### config.mk
export PLATFORM = sky130hd
export DESIGN_NAME = triangle_tone_mixer
export DESIGN_NICKNAME = d
export VERILOG_FILES = /design/src/design/tmix_pkg.sv /design/src/design/tmix_div.sv /design/src/design/tmix_dpath.sv /design/src/design/tmix_ctrl.sv /design/src/design/triangle_tone_mixer.sv
export SDC_FILE = /design/constraint.sdc
export NUM_CORES = 2
export LEC_CHECK = 0
export ABC_AREA = 1
export ABC_CLOCK_PERIOD_IN_PS = 13100
export BUFFER_PORTS_ARGS = -buffer_cell sky130_fd_sc_hd__buf_2
export CAP_MARGIN = 5
export CORE_MARGIN = 3
export CORE_UTILIZATION = 40
export DETAILED_ROUTE_END_ITERATION = 16
export PLACE_DENSITY = 0.54
export REMOVE_ABC_BUFFERS = 1
export SYNTH_ARGS = -nofsm -noshare
export SYNTH_HDL_FRONTEND = slang
export SYNTH_SLANG_ARGS = --single-unit
### constraint.sdc
create_clock -name clk -period 13.1 [get_ports clk]
set_input_delay 2.62 -clock clk [delete_from_list [all_inputs] [get_ports clk]]
set_output_delay 2.62 -clock clk [all_outputs]
set_load 0.005 [all_outputs]
### src/design/tmix_pkg.sv
// ----------------------------------------------------------------------------
// tmix_pkg
// shared widths, controller states, command/status structs and pitch table
// ----------------------------------------------------------------------------
package tmix_pkg;

  localparam int SAMPLE_RATE_DEF = 44100;

  localparam int NOTE_W   = 7;
  localparam int AMP_W    = 15;
  localparam int SMP_W    = 16;
  localparam int PHASE_W  = 10;
  localparam int BASE_W   = 9;
  localparam int OCT_W    = 4;
  localparam int SEMI_W   = 4;
  localparam int F_W      = 17;   // 494 << 8 fits
  localparam int PROD_W   = AMP_W + F_W;
  localparam int DIV_W    = PROD_W + 1;

  localparam int IN_TDATA_W  = 40; // note_number, amplitude, mix_in, padded
  localparam int OUT_TDATA_W = 16;

  localparam logic [PHASE_W-1:0] PERIOD_MAX = 10'd1023;
  localparam logic [AMP_W-1:0]   SLOPE_MAX  = 15'd32767;

  typedef enum logic [7:0] {
    S_IDLE = 8'b00000001,
    S_FREQ = 8'b00000010,
    S_MUL  = 8'b00000100,
    S_RCPL = 8'b00001000,
    S_RCPH = 8'b00010000,
    S_DIVP = 8'b00100000,
    S_TONE = 8'b01000000,
    S_OUT  = 8'b10000000
  } state_t;

  typedef struct packed {
    logic cap;        // capture input item
    logic ld_freq;    // register note frequency
    logic ld_prod;    // register amplitude times frequency
    logic div_period; // start period division
    logic rcp_lo;     // slope reciprocal, low half product
    logic rcp_hi;     // slope reciprocal, high half product accumulated
    logic ld_note;    // latch slope, period and peak, clear phase
    logic ld_tone;    // register triangle product
    logic out_load;   // write output register, advance phase
  } cmd_t;

  typedef struct packed {
    logic note_start;
    logic div_busy;
  } sts_t;

  function automatic logic [BASE_W-1:0] semitone_hz(input logic [SEMI_W-1:0] idx);
    logic [BASE_W-1:0] hz;
    case (idx)
      4'd0:    hz = 9'd261;
      4'd1:    hz = 9'd277;
      4'd2:    hz = 9'd293;
      4'd3:    hz = 9'd311;
      4'd4:    hz = 9'd329;
      4'd5:    hz = 9'd349;
      4'd6:    hz = 9'd370;
      4'd7:    hz = 9'd392;
      4'd8:    hz = 9'd415;
      4'd9:    hz = 9'd440;
      4'd10:   hz = 9'd466;
      4'd11:   hz = 9'd494;
      default: hz = 9'd0;
    endcase
    return hz;
  endfunction

endpackage

### src/design/tmix_div.sv
// ----------------------------------------------------------------------------
// tmix_div
// restoring divider, one quotient bit per cycle
// ----------------------------------------------------------------------------
module tmix_div #(
  parameter int DIV_W = tmix_pkg::DIV_W,
  parameter int DVS_W = tmix_pkg::F_W
) (
  input  logic             clk,
  input  logic             rst_n,
  input  logic             start,
  input  logic [DIV_W-1:0] dividend,
  input  logic [DVS_W-1:0] divisor,
  output logic             busy,
  output logic [DIV_W-1:0] quotient
);

  localparam int CNT_W = $clog2(DIV_W + 1);

  logic [DIV_W-1:0] quo_r, quo_nxt;
  logic [DVS_W-1:0] rem_r, rem_nxt;
  logic [DVS_W-1:0] dvs_r;
  logic [CNT_W-1:0] cnt_r, cnt_nxt;
  logic [DVS_W:0]   trial;
  logic [DVS_W:0]   diff;

  assign trial = {rem_r, quo_r[DIV_W-1]};
  assign diff  = trial - {1'b0, dvs_r};

  always_comb begin
    quo_nxt = quo_r;
    rem_nxt = rem_r;
    cnt_nxt = cnt_r;
    if (start) begin
      quo_nxt = dividend;
      rem_nxt = '0;
      cnt_nxt = CNT_W'(DIV_W);
    end else if (cnt_r != '0) begin
      if (trial >= {1'b0, dvs_r}) begin
        rem_nxt = diff[DVS_W-1:0];
        quo_nxt = {quo_r[DIV_W-2:0], 1'b1};
      end else begin
        rem_nxt = trial[DVS_W-1:0];
        quo_nxt = {quo_r[DIV_W-2:0], 1'b0};
      end
      cnt_nxt = cnt_r - 1'b1;
    end
  end

  always_ff @(posedge clk) begin
    if (!rst_n) begin
      cnt_r <= '0;
    end else begin
      cnt_r <= cnt_nxt;
    end
  end

  always_ff @(posedge clk) begin
    quo_r <= quo_nxt;
    rem_r <= rem_nxt;
    if (start) begin
      dvs_r <= divisor;
    end
  end

  assign busy     = (cnt_r != '0);
  assign quotient = quo_r;

endmodule

### src/design/tmix_dpath.sv
// ----------------------------------------------------------------------------
// tmix_dpath
// note pitch math, tone state, triangle sample and mix adder
// ----------------------------------------------------------------------------
module tmix_dpath #(
  parameter int SAMPLE_RATE = tmix_pkg::SAMPLE_RATE_DEF
) (
  input  logic                              clk,
  input  logic                              rst_n,
  input  tmix_pkg::cmd_t                    cmd,
  input  logic                              in_start,
  input  logic [tmix_pkg::IN_TDATA_W-1:0]   in_data,
  output tmix_pkg::sts_t                    sts,
  output logic [tmix_pkg::OUT_TDATA_W-1:0]  out_data
);

  localparam int SR_W  = $clog2(SAMPLE_RATE + 1);
  localparam int DVS_W = (SR_W > tmix_pkg::F_W) ? SR_W : tmix_pkg::F_W;
  localparam int NW    = tmix_pkg::NOTE_W;
  localparam int AW    = tmix_pkg::AMP_W;
  localparam int SW    = tmix_pkg::SMP_W;
  localparam int PW    = tmix_pkg::PHASE_W;
  localparam int FW    = tmix_pkg::F_W;
  localparam int PDW   = tmix_pkg::PROD_W;
  localparam int HW    = PDW / 2;
  localparam int MW    = PW + AW;

  // slope = 2*prod / SAMPLE_RATE by reciprocal multiply, exact while
  // prod < 16384*SAMPLE_RATE; anything above saturates
  localparam int RCP_SH = 14 + 2 * SR_W;
  localparam int RCP_W  = 17 + SR_W;
  localparam int ACC_W  = PDW + RCP_W;
  localparam longint unsigned RCP_M =
    ((64'd1 << (RCP_SH + 1)) + 64'(SAMPLE_RATE) - 64'd1) / 64'(SAMPLE_RATE);
  localparam logic [RCP_W-1:0] RCP_K   = RCP_W'(RCP_M);
  localparam logic [PDW-1:0]   SAT_LIM = PDW'(64'd16384 * 64'(SAMPLE_RATE));

  // captured item
  logic          start_r;
  logic [NW-1:0] note_r;
  logic [AW-1:0] amp_r;
  logic [SW-1:0] mix_r;

  // tone state
  logic [PW-1:0] phase_r, phase_nxt;
  logic [PW-1:0] period_r;
  logic [AW-1:0] slope_r;
  logic [AW-1:0] peak_r;

  logic [FW-1:0] f_r, f_nxt;
  logic [SW-1:0] wprod_r;
  logic [SW-1:0] out_r;

  // octave = note / 12 via reciprocal, exact for 7-bit notes
  logic [NW+7:0]                  oct_mul;
  logic [tmix_pkg::OCT_W-1:0]     octave;
  logic [NW-1:0]                  oct_base;
  logic [NW-1:0]                  semi_full;
  logic [FW-1:0]                  base_hz;

  assign oct_mul   = (NW+8)'(note_r) * (NW+8)'(171);
  assign octave    = oct_mul[NW+7:11];
  assign oct_base  = NW'(octave) * NW'(12);
  assign semi_full = note_r - oct_base;
  assign base_hz   = FW'(tmix_pkg::semitone_hz(semi_full[tmix_pkg::SEMI_W-1:0]));

  always_comb begin
    if (octave >= 4'd2) begin
      f_nxt = base_hz << (octave - 4'd2);
    end else begin
      f_nxt = base_hz >> (4'd2 - octave);
    end
  end

  // amplitude * f, then times the scaled reciprocal in two half-width steps
  logic [PDW-1:0]      prod_r;
  logic [ACC_W-1:0]    acc_r;
  logic [HW-1:0]       rcp_sel;
  logic [RCP_W+HW-1:0] rcp_part;

  assign rcp_sel  = cmd.rcp_hi ? prod_r[PDW-1:HW] : prod_r[HW-1:0];
  assign rcp_part = (RCP_W+HW)'(rcp_sel) * (RCP_W+HW)'(RCP_K);

  // period = SAMPLE_RATE / f on the serial divider
  logic [SR_W-1:0]  div_dividend;
  logic [DVS_W-1:0] div_divisor;
  logic [SR_W-1:0]  quotient;
  logic             div_busy;

  assign div_dividend = SR_W'(SAMPLE_RATE);
  assign div_divisor  = DVS_W'(f_r);

  tmix_div #(
    .DIV_W (SR_W),
    .DVS_W (DVS_W)
  ) u_div (
    .clk      (clk),
    .rst_n    (rst_n),
    .start    (cmd.div_period),
    .dividend (div_dividend),
    .divisor  (div_divisor),
    .busy     (div_busy),
    .quotient (quotient)
  );

  logic [AW-1:0] slope_sat;
  logic [PW-1:0] period_sat;

  assign slope_sat = (prod_r >= SAT_LIM) ? tmix_pkg::SLOPE_MAX : acc_r[RCP_SH +: AW];
  always_comb begin
    if (quotient == '0) begin
      period_sat = PW'(1);
    end else if (quotient > SR_W'(tmix_pkg::PERIOD_MAX)) begin
      period_sat = tmix_pkg::PERIOD_MAX;
    end else begin
      period_sat = quotient[PW-1:0];
    end
  end

  // triangle sample
  logic [MW-1:0] wprod_full;
  logic          rising;
  logic [SW-1:0] wave;
  logic [PW:0]   phase_inc;

  assign wprod_full = MW'(phase_r) * MW'(slope_r);
  assign rising     = phase_r < (period_r >> 1);
  assign wave       = rising ? wprod_r : (SW'({peak_r, 1'b0}) - wprod_r);
  assign phase_inc  = {1'b0, phase_r} + (PW+1)'(1);
  assign phase_nxt  = (phase_inc >= {1'b0, period_r}) ? '0 : phase_inc[PW-1:0];

  always_ff @(posedge clk) begin
    if (!rst_n) begin
      phase_r  <= '0;
      period_r <= PW'(1);
      slope_r  <= '0;
      peak_r   <= '0;
    end else begin
      if (cmd.ld_note) begin
        slope_r  <= slope_sat;
        period_r <= period_sat;
        peak_r   <= amp_r;
        phase_r  <= '0;
      end else if (cmd.out_load) begin
        phase_r <= phase_nxt;
      end
    end
  end

  always_ff @(posedge clk) begin
    if (cmd.cap) begin
      start_r <= in_start;
      note_r  <= in_data[NW-1:0];
      amp_r   <= in_data[NW+AW-1:NW];
      mix_r   <= in_data[NW+AW+SW-1:NW+AW];
    end
    if (cmd.ld_freq) begin
      f_r <= f_nxt;
    end
    if (cmd.ld_prod) begin
      prod_r <= PDW'(amp_r) * PDW'(f_r);
    end
    if (cmd.rcp_lo) begin
      acc_r <= ACC_W'(rcp_part);
    end else if (cmd.rcp_hi) begin
      acc_r <= acc_r + (ACC_W'(rcp_part) << HW);
    end
    if (cmd.ld_tone) begin
      wprod_r <= wprod_full[SW-1:0];
    end
    if (cmd.out_load) begin
      out_r <= mix_r + wave;
    end
  end

  assign sts.note_start = start_r;
  assign sts.div_busy   = div_busy;
  assign out_data       = out_r;

endmodule

### src/design/tmix_ctrl.sv
// ----------------------------------------------------------------------------
// tmix_ctrl
// sequencer for one item: capture, optional note latch, tone, output
// ----------------------------------------------------------------------------
module tmix_ctrl (
  input  logic                clk,
  input  logic                rst_n,
  input  logic                in_tvalid,
  input  logic                out_tready,
  input  tmix_pkg::sts_t      sts,
  output logic                in_tready,
  output logic                out_tvalid,
  output tmix_pkg::cmd_t      cmd,
  output tmix_pkg::state_t    state
);

  tmix_pkg::state_t state_r, state_nxt;
  logic             out_valid_r, out_valid_nxt;
  logic             slot_free;

  assign slot_free = !out_valid_r || out_tready;

  always_comb begin
    state_nxt = state_r;
    cmd       = '0;
    case (state_r)
      tmix_pkg::S_IDLE: begin
        if (in_tvalid) begin
          cmd.cap   = 1'b1;
          state_nxt = tmix_pkg::S_FREQ;
        end
      end
      tmix_pkg::S_FREQ: begin
        if (sts.note_start) begin
          cmd.ld_freq = 1'b1;
          state_nxt   = tmix_pkg::S_MUL;
        end else begin
          cmd.ld_tone = 1'b1;
          state_nxt   = tmix_pkg::S_OUT;
        end
      end
      tmix_pkg::S_MUL: begin
        cmd.ld_prod    = 1'b1;
        cmd.div_period = 1'b1;
        state_nxt      = tmix_pkg::S_RCPL;
      end
      tmix_pkg::S_RCPL: begin
        cmd.rcp_lo = 1'b1;
        state_nxt  = tmix_pkg::S_RCPH;
      end
      tmix_pkg::S_RCPH: begin
        cmd.rcp_hi = 1'b1;
        state_nxt  = tmix_pkg::S_DIVP;
      end
      tmix_pkg::S_DIVP: begin
        if (!sts.div_busy) begin
          cmd.ld_note = 1'b1;
          state_nxt   = tmix_pkg::S_TONE;
        end
      end
      tmix_pkg::S_TONE: begin
        cmd.ld_tone = 1'b1;
        state_nxt   = tmix_pkg::S_OUT;
      end
      tmix_pkg::S_OUT: begin
        if (slot_free) begin
          cmd.out_load = 1'b1;
          state_nxt    = tmix_pkg::S_IDLE;
        end
      end
      default: begin
        state_nxt = tmix_pkg::S_IDLE;
      end
    endcase
  end

  always_comb begin
    out_valid_nxt = out_valid_r;
    if (cmd.out_load) begin
      out_valid_nxt = 1'b1;
    end else if (out_tready) begin
      out_valid_nxt = 1'b0;
    end
  end

  always_ff @(posedge clk) begin
    if (!rst_n) begin
      state_r     <= tmix_pkg::S_IDLE;
      out_valid_r <= 1'b0;
    end else begin
      state_r     <= state_nxt;
      out_valid_r <= out_valid_nxt;
    end
  end

  assign in_tready  = (state_r == tmix_pkg::S_IDLE);
  assign out_tvalid = out_valid_r;
  assign state      = state_r;

endmodule

### src/design/triangle_tone_mixer.sv
// ----------------------------------------------------------------------------
// triangle_tone_mixer
// adds a triangle tone, pitched from a semitone table, to a sample stream
// ----------------------------------------------------------------------------
//
// channel   dir   tdata                                          tuser
// in_       in    [6:0] note_number, [21:7] amplitude,           note_start
//                 [37:22] mix_in (signed), [39:38] zero
// out_      out   [15:0] mix_out (signed)                        -
//
// sequence: an item without note start goes from accept to the tone product
//   and then to the output register load; a note start first runs a 16-step
//   serial division for the period at 44.1 kHz while the slope comes from a
//   two-step reciprocal multiply
// reset: rst_n synchronous active low; period 1, phase, slope, peak zero
// stalls: one item in flight; the output register holds a result while the
//   next item is accepted and worked on, the load waits for the slot
//
module triangle_tone_mixer #(
  parameter int SAMPLE_RATE = tmix_pkg::SAMPLE_RATE_DEF
) (
  input  logic                              clk,
  input  logic                              rst_n,
  // input items
  input  logic                              in_tvalid,
  output logic                              in_tready,
  input  logic [tmix_pkg::IN_TDATA_W-1:0]   in_tdata,  // note_number, amplitude, mix_in
  input  logic                              in_tuser,  // note_start
  // result items
  output logic                              out_tvalid,
  input  logic                              out_tready,
  output logic [tmix_pkg::OUT_TDATA_W-1:0]  out_tdata  // mix_out
);

  // command and status between controller and datapath
  tmix_pkg::cmd_t   cmd;
  tmix_pkg::sts_t   sts;
  tmix_pkg::state_t state;

  // sequencer: walks each item through capture, pitch latch on a note start, tone, output
  tmix_ctrl u_ctrl (
    .clk        (clk),
    .rst_n      (rst_n),
    .in_tvalid  (in_tvalid),
    .out_tready (out_tready),
    .sts        (sts),
    .in_tready  (in_tready),
    .out_tvalid (out_tvalid),
    .cmd        (cmd),
    .state      (state)
  );

  // datapath: frequency, period divider, slope reciprocal, tone state, mix adder
  tmix_dpath #(
    .SAMPLE_RATE (SAMPLE_RATE)
  ) u_dpath (
    .clk      (clk),
    .rst_n    (rst_n),
    .cmd      (cmd),
    .in_start (in_tuser),
    .in_data  (in_tdata),
    .sts      (sts),
    .out_data (out_tdata)
  );

  // one item at a time: accept closes the input until the item is done
  a_one_in_flight: assert property (@(posedge clk) disable iff (!rst_n)
    in_tvalid && in_tready |=> !in_tready)
    else $error("input accepted while an item is in flight");

  // divider must be quiet whenever the sequencer is idle
  a_div_idle: assert property (@(posedge clk) disable iff (!rst_n)
    (state == tmix_pkg::S_IDLE) |-> !sts.div_busy)
    else $error("divider busy in idle");

  // a fresh result only comes out of the output state
  a_out_src: assert property (@(posedge clk) disable iff (!rst_n)
    $rose(out_tvalid) |-> $past(state == tmix_pkg::S_OUT))
    else $error("output valid without output state");

endmodule
# After elaboration in Yosys (flattened, before gate mapping)

Memories as Yosys holds them, arrays and structs flattened.
Index checks and enable logic that the tools add are counted.

Add/sub/neg operators: 9
Multiply operators: 5
$lt $le $gt $ge: 6
Equal/unequal tests: 11
Shifts and indexed selects: 2
Muxes and demuxes: 33
Bitwise gates (word level): 1
Reduce and logical (&&, ||, !) cells: 10

Operators by type and width:

| operator                                                                              | count |
|---|---|
| 48-bit 2-to-1 mux                                                                     | 2 |
| 65-bit by 64-bit adder with 65-bit output                                             | 1 |
| 8-bit case mux with 8 select lines                                                    | 1 |
| 16-bit by 32-bit multiplier with 48-bit output, second input constant                 | 1 |
| 17-bit 2-to-1 mux                                                                     | 2 |
| 32-bit by 30-bit greater-or-equal comparator with 1-bit output, second input constant | 1 |
| 15-bit by 17-bit multiplier with 32-bit output                                        | 1 |
| 16-bit 2-to-1 mux                                                                     | 2 |
| 8-bit 2-to-1 mux                                                                      | 4 |
| 10-bit 2-to-1 mux                                                                     | 3 |
| 18-bit by 17-bit greater-or-equal comparator with 1-bit output                        | 1 |
| 9-bit by 4-bit << shifter with 17-bit output                                          | 1 |
| 9-bit by 4-bit right shift with 17-bit output                                         | 1 |
| 17-bit subtractor                                                                     | 1 |
| 16-bit adder                                                                          | 1 |
| 16-bit by 10-bit greater-than comparator with 1-bit output, second input constant     | 1 |
| 16-bit zero test                                                                      | 1 |
| 10-bit by 15-bit multiplier with 16-bit output                                        | 1 |
| 16-bit subtractor                                                                     | 1 |
| 7-bit by 8-bit multiplier with 15-bit output, second input constant                   | 1 |
| 15-bit 2-to-1 mux                                                                     | 1 |
| 1-bit 2-to-1 mux                                                                      | 14 |
| 10-bit by 1-bit adder with 11-bit output, second input constant                       | 1 |
| 11-bit by 10-bit greater-or-equal comparator with 1-bit output                        | 1 |
| 27 further kinds                                                                      | 32 |

Register bits after elaboration: 299
ROM bits: 144
Bits of input ports: 45
Output and inout bits: 18
Word-level logic and storage cells: 99
Memories kept: 1

Memory list:

| name             | depth | width | rd ports | clocked after Yosys merged registers in | write ports | RTL line       | source |
|---|---|---|---|---|---|---|---|
| (name not given) | 16    | 9     | 1        | 0                                       | 0           | tmix_pkg.sv:56 | `case (idx)` |

# Longest topological paths before layout

Word-level depth: 7
Gate-level depth with buffers: 47
Mapped depth without buffers: 46

# Cells and area by module

From an unflattened synthesis, not the netlist that was laid out.

Cells, all modules: 5238
Area, all modules: 40202.3 µm²

Modules (own cells, without submodules):

| module     | times used | cells an instance | area each (µm²) | sequential area each (µm²) |
|---|---|---|---|---|
| tmix_dpath | 1          | 4684              | 36108.4         | 5825.6 |
| tmix_div   | 1          | 466               | 3479.6          | 1431.4 |
| tmix_ctrl  | 1          | 88                | 614.3           | 180.2 |

# Worst setup path after synthesis

No wires, ideal clock.

Kind: reg-to-reg
Start point: reg u_ctrl.state_r[7] (netlist: u_ctrl.state[7])
End point: reg u_dpath.acc_r[57]
Setup time: 115 ps
Arrival: 8195 ps
Required time: 12985 ps
Setup slack: 4789 ps
Cell stages (with the launch flop): 42
Buffers on the path: 2
Clock period less this slack: 8311 ps
Cells stage by stage: dfxtp_1 inv_1 nand2_1 nor3b_1 nand2_1 buf_6 clkbuf_1 o21ai_0 inv_1 fa_1 inv_1 fa_1 inv_1 fa_1 fa_1 fa_1 inv_1 fa_1 (+6 left out) a21oi_1 o211ai_1 nand2_1 nand2_1 or2_2 and2_1 ha_1 nand2_1 nor2_1 inv_1 nor2_1 inv_1 nor4_1 o21ai_0 nand3_1 nor2_1 o21ai_0 inv_1

Word-level cells in the longest chain between the ends: 5
Elaborated cells between the ends (all ways): 7
Those cells by class: add/sub: 1; mul: 1; eq/ne: 2; mux: 3

RTL lines:

| item                                           | RTL line          | source |
|---|---|---|
| start, declared                                | tmix_ctrl.sv:17   | `tmix_pkg::state_t state_r, state_nxt;` |
| start signal, assigned                         | tmix_ctrl.sv:88   | `state_r <= tmix_pkg::S_IDLE;` |
| start signal, assigned                         | tmix_ctrl.sv:91   | `state_r <= state_nxt;` |
| 8-bit by 5-bit == test with 1-bit output       | tmix_ctrl.sv:26   | `case (state_r)` |
| 1-bit 2-to-1 mux                               | tmix_ctrl.sv:26   |  |
| 16-bit 2-to-1 mux                              | tmix_dpath.sv:81  | `assign rcp_sel = cmd.rcp_hi ? prod_r[PDW-1:HW] : prod_r[HW-1:0];` |
| 16-bit by 32-bit multiplier with 48-bit output | tmix_dpath.sv:82  | `assign rcp_part = (RCP_W+HW)'(rcp_sel) * (RCP_W+HW)'(RCP_K);` |
| 65-bit by 64-bit adder with 65-bit output      | tmix_dpath.sv:166 | `acc_r <= acc_r + (ACC_W'(rcp_part) << HW);` |
| end signal, assigned                           | tmix_dpath.sv:164 | `acc_r <= ACC_W'(rcp_part);` |
| end signal, assigned                           | tmix_dpath.sv:166 |  |
| end, declared                                  | tmix_dpath.sv:77  | `logic [ACC_W-1:0] acc_r;` |

Several ways; a longest one is shown, not always the timed one.
A chain may end at the register's enable or synchronous reset.

# Worst setup path after layout

Start point: reg u_ctrl.state_r[7] (netlist: u_ctrl.state[7])
End point: reg u_dpath.acc_r[46] (data pin)

Word-level cells in the longest chain between the ends: 7
Elaborated cells between the ends (all ways): 9
Those cells by class: add/sub: 1; mul: 1; eq/ne: 2; mux: 5

RTL lines:

| item                                           | RTL line          | source |
|---|---|---|
| 8-bit by 5-bit == test with 1-bit output       | tmix_ctrl.sv:26   |  |
| 1-bit 2-to-1 mux                               | tmix_ctrl.sv:26   |  |
| 16-bit 2-to-1 mux                              | tmix_dpath.sv:81  |  |
| 16-bit by 32-bit multiplier with 48-bit output | tmix_dpath.sv:82  |  |
| 65-bit by 64-bit adder with 65-bit output      | tmix_dpath.sv:166 |  |
| 48-bit 2-to-1 mux                              | tmix_dpath.sv:165 | `end else if (cmd.rcp_hi) begin` |
| 48-bit 2-to-1 mux *                            | tmix_dpath.sv:163 | `if (cmd.rcp_lo) begin` |

Every way passes the cells marked *; elsewhere a longest branch is shown, timed or not. The select of a mux whose other input is x is not followed.

==> flow_metrics.tcl <==
set metrics [dict create \
    status "finished clean" \
    placed_cells 6310 \
    cp_slowest_stage_delay_ns 0.77 \
    relSlewSlack_pct 32.65 \
    end_kind "flop" \
    reg2reg_depth 34 \
    yosysSeqAreaShare_pct 18.35 \
    post_dp_cell_area_sq_um 41270 \
    crit_arrival_ns 9.93 \
    cts_tree "yes" \
    skew_ns 0.03766 \
    gr-usage-met2_pct 37.65 \
    post-route-min-period_ns 9.570 \
    holdBufCountCts 0 \
    cts_resized 0 \
    slowest_stage "o21ai_0" \
    clockRootBuffer "clkbuf_16" \
    clockBufferDepth 3 \
    post_cts_buffers 0 \
    crit_top_cell "inv_1" \
    place.port_buffers 60 \
    slew_viol_final 0 \
    firstDrtPassIters 5 \
    wl_per_cell_microns 17.95 \
    cp-start-kind "flop" \
    num_vias 32290 \
    final_cell_count_no_fill 6383 \
    antenna_found_initial 2 \
    viasPerCell 5.059 \
    synth.distinct_cells 74 \
    die_area_sq_um 103000 \
    place_hpwl_microns 94780 \
    overflow 0 \
    placementRows 114 \
    route.detailed.drc 0 \
    hp-class "flop to flop" \
    nets 6033 \
    reg2reg_from "u_ctrl.state[7]$_SDFFE_PN0P_" \
    drt_iter0_drc 2122 \
    worstHoldEndpoint "u_dpath.u_div.cnt_r[1]$_SDFFE_PP0P_" \
    netlist_instances 5061 \
    track_usage_pct 22.58 \
    path_class "flop to flop" \
    yosys_most_used_dff "edfxtp_1" \
    ys_seq_elements 279 \
    busiest_layer "met2" \
    ys_warn_count 0 \
    ys_async_sr_fraction_pct 0 \
    first_global_vias 32670 \
    layout_commonest_cell "nand2_1" \
    synth-edff-count 169 \
    hold_path_startpoint "u_dpath.u_div.cnt_r[1]$_SDFFE_PP0P_" \
    mostFrequentLayoutCells "1128 x nand2_1, 1127 x inv_1, 458 x ha_1" \
    ant_nets 0 \
    worstSkewPairLatency_ns 0.61 \
    synth_area_per_cell_sq_um 7.836 \
    initial_utilization_pct 40.65 \
    grtUsageMet1_pct 31.48 \
    max_freq_mhz 104.5 \
    grt_max_degree 47 \
    whs_path_depth 2 \
    grt_first_pass_wirelength_microns 182600 \
    setup_viol 0 \
    io_pins 63 \
    cts.sinks 279 \
    grt.met3_usage_pct 2.838 \
    die_h_microns 320.9 \
    crit_required_ns 13.46 \
    drv_cap 0 \
    clk_pin_slew_ns 0.06 \
    r2r_slack_ns 3.53 \
    period_share_pct 73.06 \
    rsz0062_at_grt "no" \
    path_max_fanout 46 \
    syn_area_sq_um 39660 \
    core_area_sq_um 97560 \
    cts_buffers 39 \
    final_cell_area_sq_um 42550 \
    finalSetupTns_ns 0 \
    htreeDepth 2 \
    fp.dieW_microns 320.9 \
    worst_pin_slew_ns 1.010 \
    finalHoldViolCount 0 \
    routed_wl_microns 114600 \
    syn_to_final_growth_pct 7.291 \
    drive_gt1_share_pct 5.034 \
    place_congestion 0.9159 \
    rr_endpoint "u_dpath.acc_r[46]$_DFFE_PN_" \
    fin_hold_ws_ns 0.4622 \
]
==> worst max-delay path: cells and delay by family (launching register included) <==
family / cells / cell delay [ns]
AO/OA/AOI/OAI: 7 / 1.75
XOR/XNOR: 1 / 0.45
adder cells (fa/ha/maj): 8 / 3.89
buffers and inverters: 8 / 1.13
flip-flops: 1 / 0.30
AND/OR/NAND/NOR: 10 / 1.77
==> flip-flops by register name (all words and copies together), names as in the netlist <==
signal and flops:
u_dpath.acc_r 45, u_dpath.prod_r 32, u_dpath.div_divisor 17, u_dpath.u_div.dvs_r 17
u_dpath.u_div.rem_r 17, u_dpath.mix_r 16, u_dpath.out_data 16, u_dpath.u_div.quotient 16
u_dpath.wprod_r 16, u_dpath.amp_r 15, u_dpath.peak_r 15, u_dpath.slope_r 15
u_dpath.period_r 10, u_dpath.phase_r 10, u_ctrl.state 8, u_dpath.note_r 7
u_dpath.u_div.cnt_r 5, u_ctrl.out_tvalid 1, u_dpath.start_r 1
==> layer usage <==
| metal | part of all wire, % | routed length, microns | up-vias |
|---|---|---|---|
| li1 | - | - | 15860 |
| met4 | 2.2 | 2553 | 2 |
| met1 | 47 | 54100 | 15640 |
| met3 | 4.3 | 4970 | 133 |
| met2 | 46 | 52950 | 659 |
| met5 | 0.0079 | 9 | - |
==> stage by stage <==
step	setup slack [ns]	utilization [%]
2_1_floorplan	4.355	-
3_3_place_gp	3.637	42.30
3_5_place_dp	3.581	42.30
4_1_cts	3.543	43.61
5_1_grt	2.963	43.61
6_report	3.530	43.61
==> cell usage after synthesis (all sizes together), types with 2 or more instances <==
| master | n | area (sq um) |
|---|---|---|
| nand4 | 44 | 287.8 |
| o21a | 6 | 45.04 |
| o221ai | 2 | 17.52 |
| nor4 | 19 | 167.7 |
| ha | 458 | 5731 |
| o31ai | 4 | 30.03 |
| or2 | 29 | 181.4 |
| nand3 | 215 | 1096 |
| xor2 | 96 | 863.3 |
| and2 | 8 | 52.55 |
| o21bai | 32 | 247.7 |
| clkbuf | 85 | 321.6 |
| a31oi | 26 | 162.7 |
| a211oi | 6 | 45.04 |
| a21oi | 296 | 1515 |
| dfxtp | 110 | 2202 |
| inv | 1137 | 4268 |
| fa | 455 | 9109 |
| clkinv | 4 | 15.01 |
| xnor2 | 47 | 430.4 |
| buf | 33 | 202.7 |
| a22o | 13 | 113.9 |
| nor3 | 36 | 195.2 |
| o21ai | 240 | 1239 |
| o211ai | 21 | 157.7 |
| nand2 | 1145 | 4360 |
| nor2 | 282 | 1132 |
| a21o | 14 | 105.1 |
| a21boi | 6 | 52.55 |
| edfxtp | 169 | 5075 |
| nand3b | 7 | 65.06 |
==> worst max-delay path by stage <==
stage                                            start                             end  slack (ns)  cells past startpoint
after floorplan           u_ctrl.state[7]$_SDFFE_PN0P_  u_dpath.acc_r[57]$_SDFFE_PP0P_        4.35                     39
after global placement    u_ctrl.state[7]$_SDFFE_PN0P_  u_dpath.acc_r[50]$_SDFFE_PP0P_        3.64                     37
after detailed placement  u_ctrl.state[7]$_SDFFE_PN0P_  u_dpath.acc_r[56]$_SDFFE_PP0P_        3.58                     35
after CTS                 u_ctrl.state[7]$_SDFFE_PN0P_  u_dpath.acc_r[56]$_SDFFE_PP0P_        3.54                     35
after global routing      u_ctrl.state[7]$_SDFFE_PN0P_  u_dpath.acc_r[56]$_SDFFE_PP0P_        2.96                     38
final                     u_ctrl.state[7]$_SDFFE_PN0P_     u_dpath.acc_r[46]$_DFFE_PN_        3.53                     34
==> cell families (layout without fill, tap and decap cells) <==
logic type	count (synthesis)	after routing	share of synthesized area, %
AO/OA/AOI/OAI	676	676	9.698
XOR/XNOR	144	144	3.319
adder cells (fa/ha/maj)	913	913	37.42
buffers and inverters	1259	1303	12.12
flip-flops	279	279	18.35
other	0	2	0
AND/OR/NAND/NOR	1790	1790	19.10
==> layout make-up <==
class                   instances  area, sq um
fillers                     10060        55010
clock buffers                  55         1126
repair buffers                 91        533.0
clock inverters                16        147.6
flip-flops and latches        279         7277
inverters                    1141         4283
multi-input cells            3523        27580
diodes                          2        5.005
well taps                    1276         1597
Power is not shown: default switching activity piles up to over one toggle a cycle in this logic, so the estimate is an artifact.
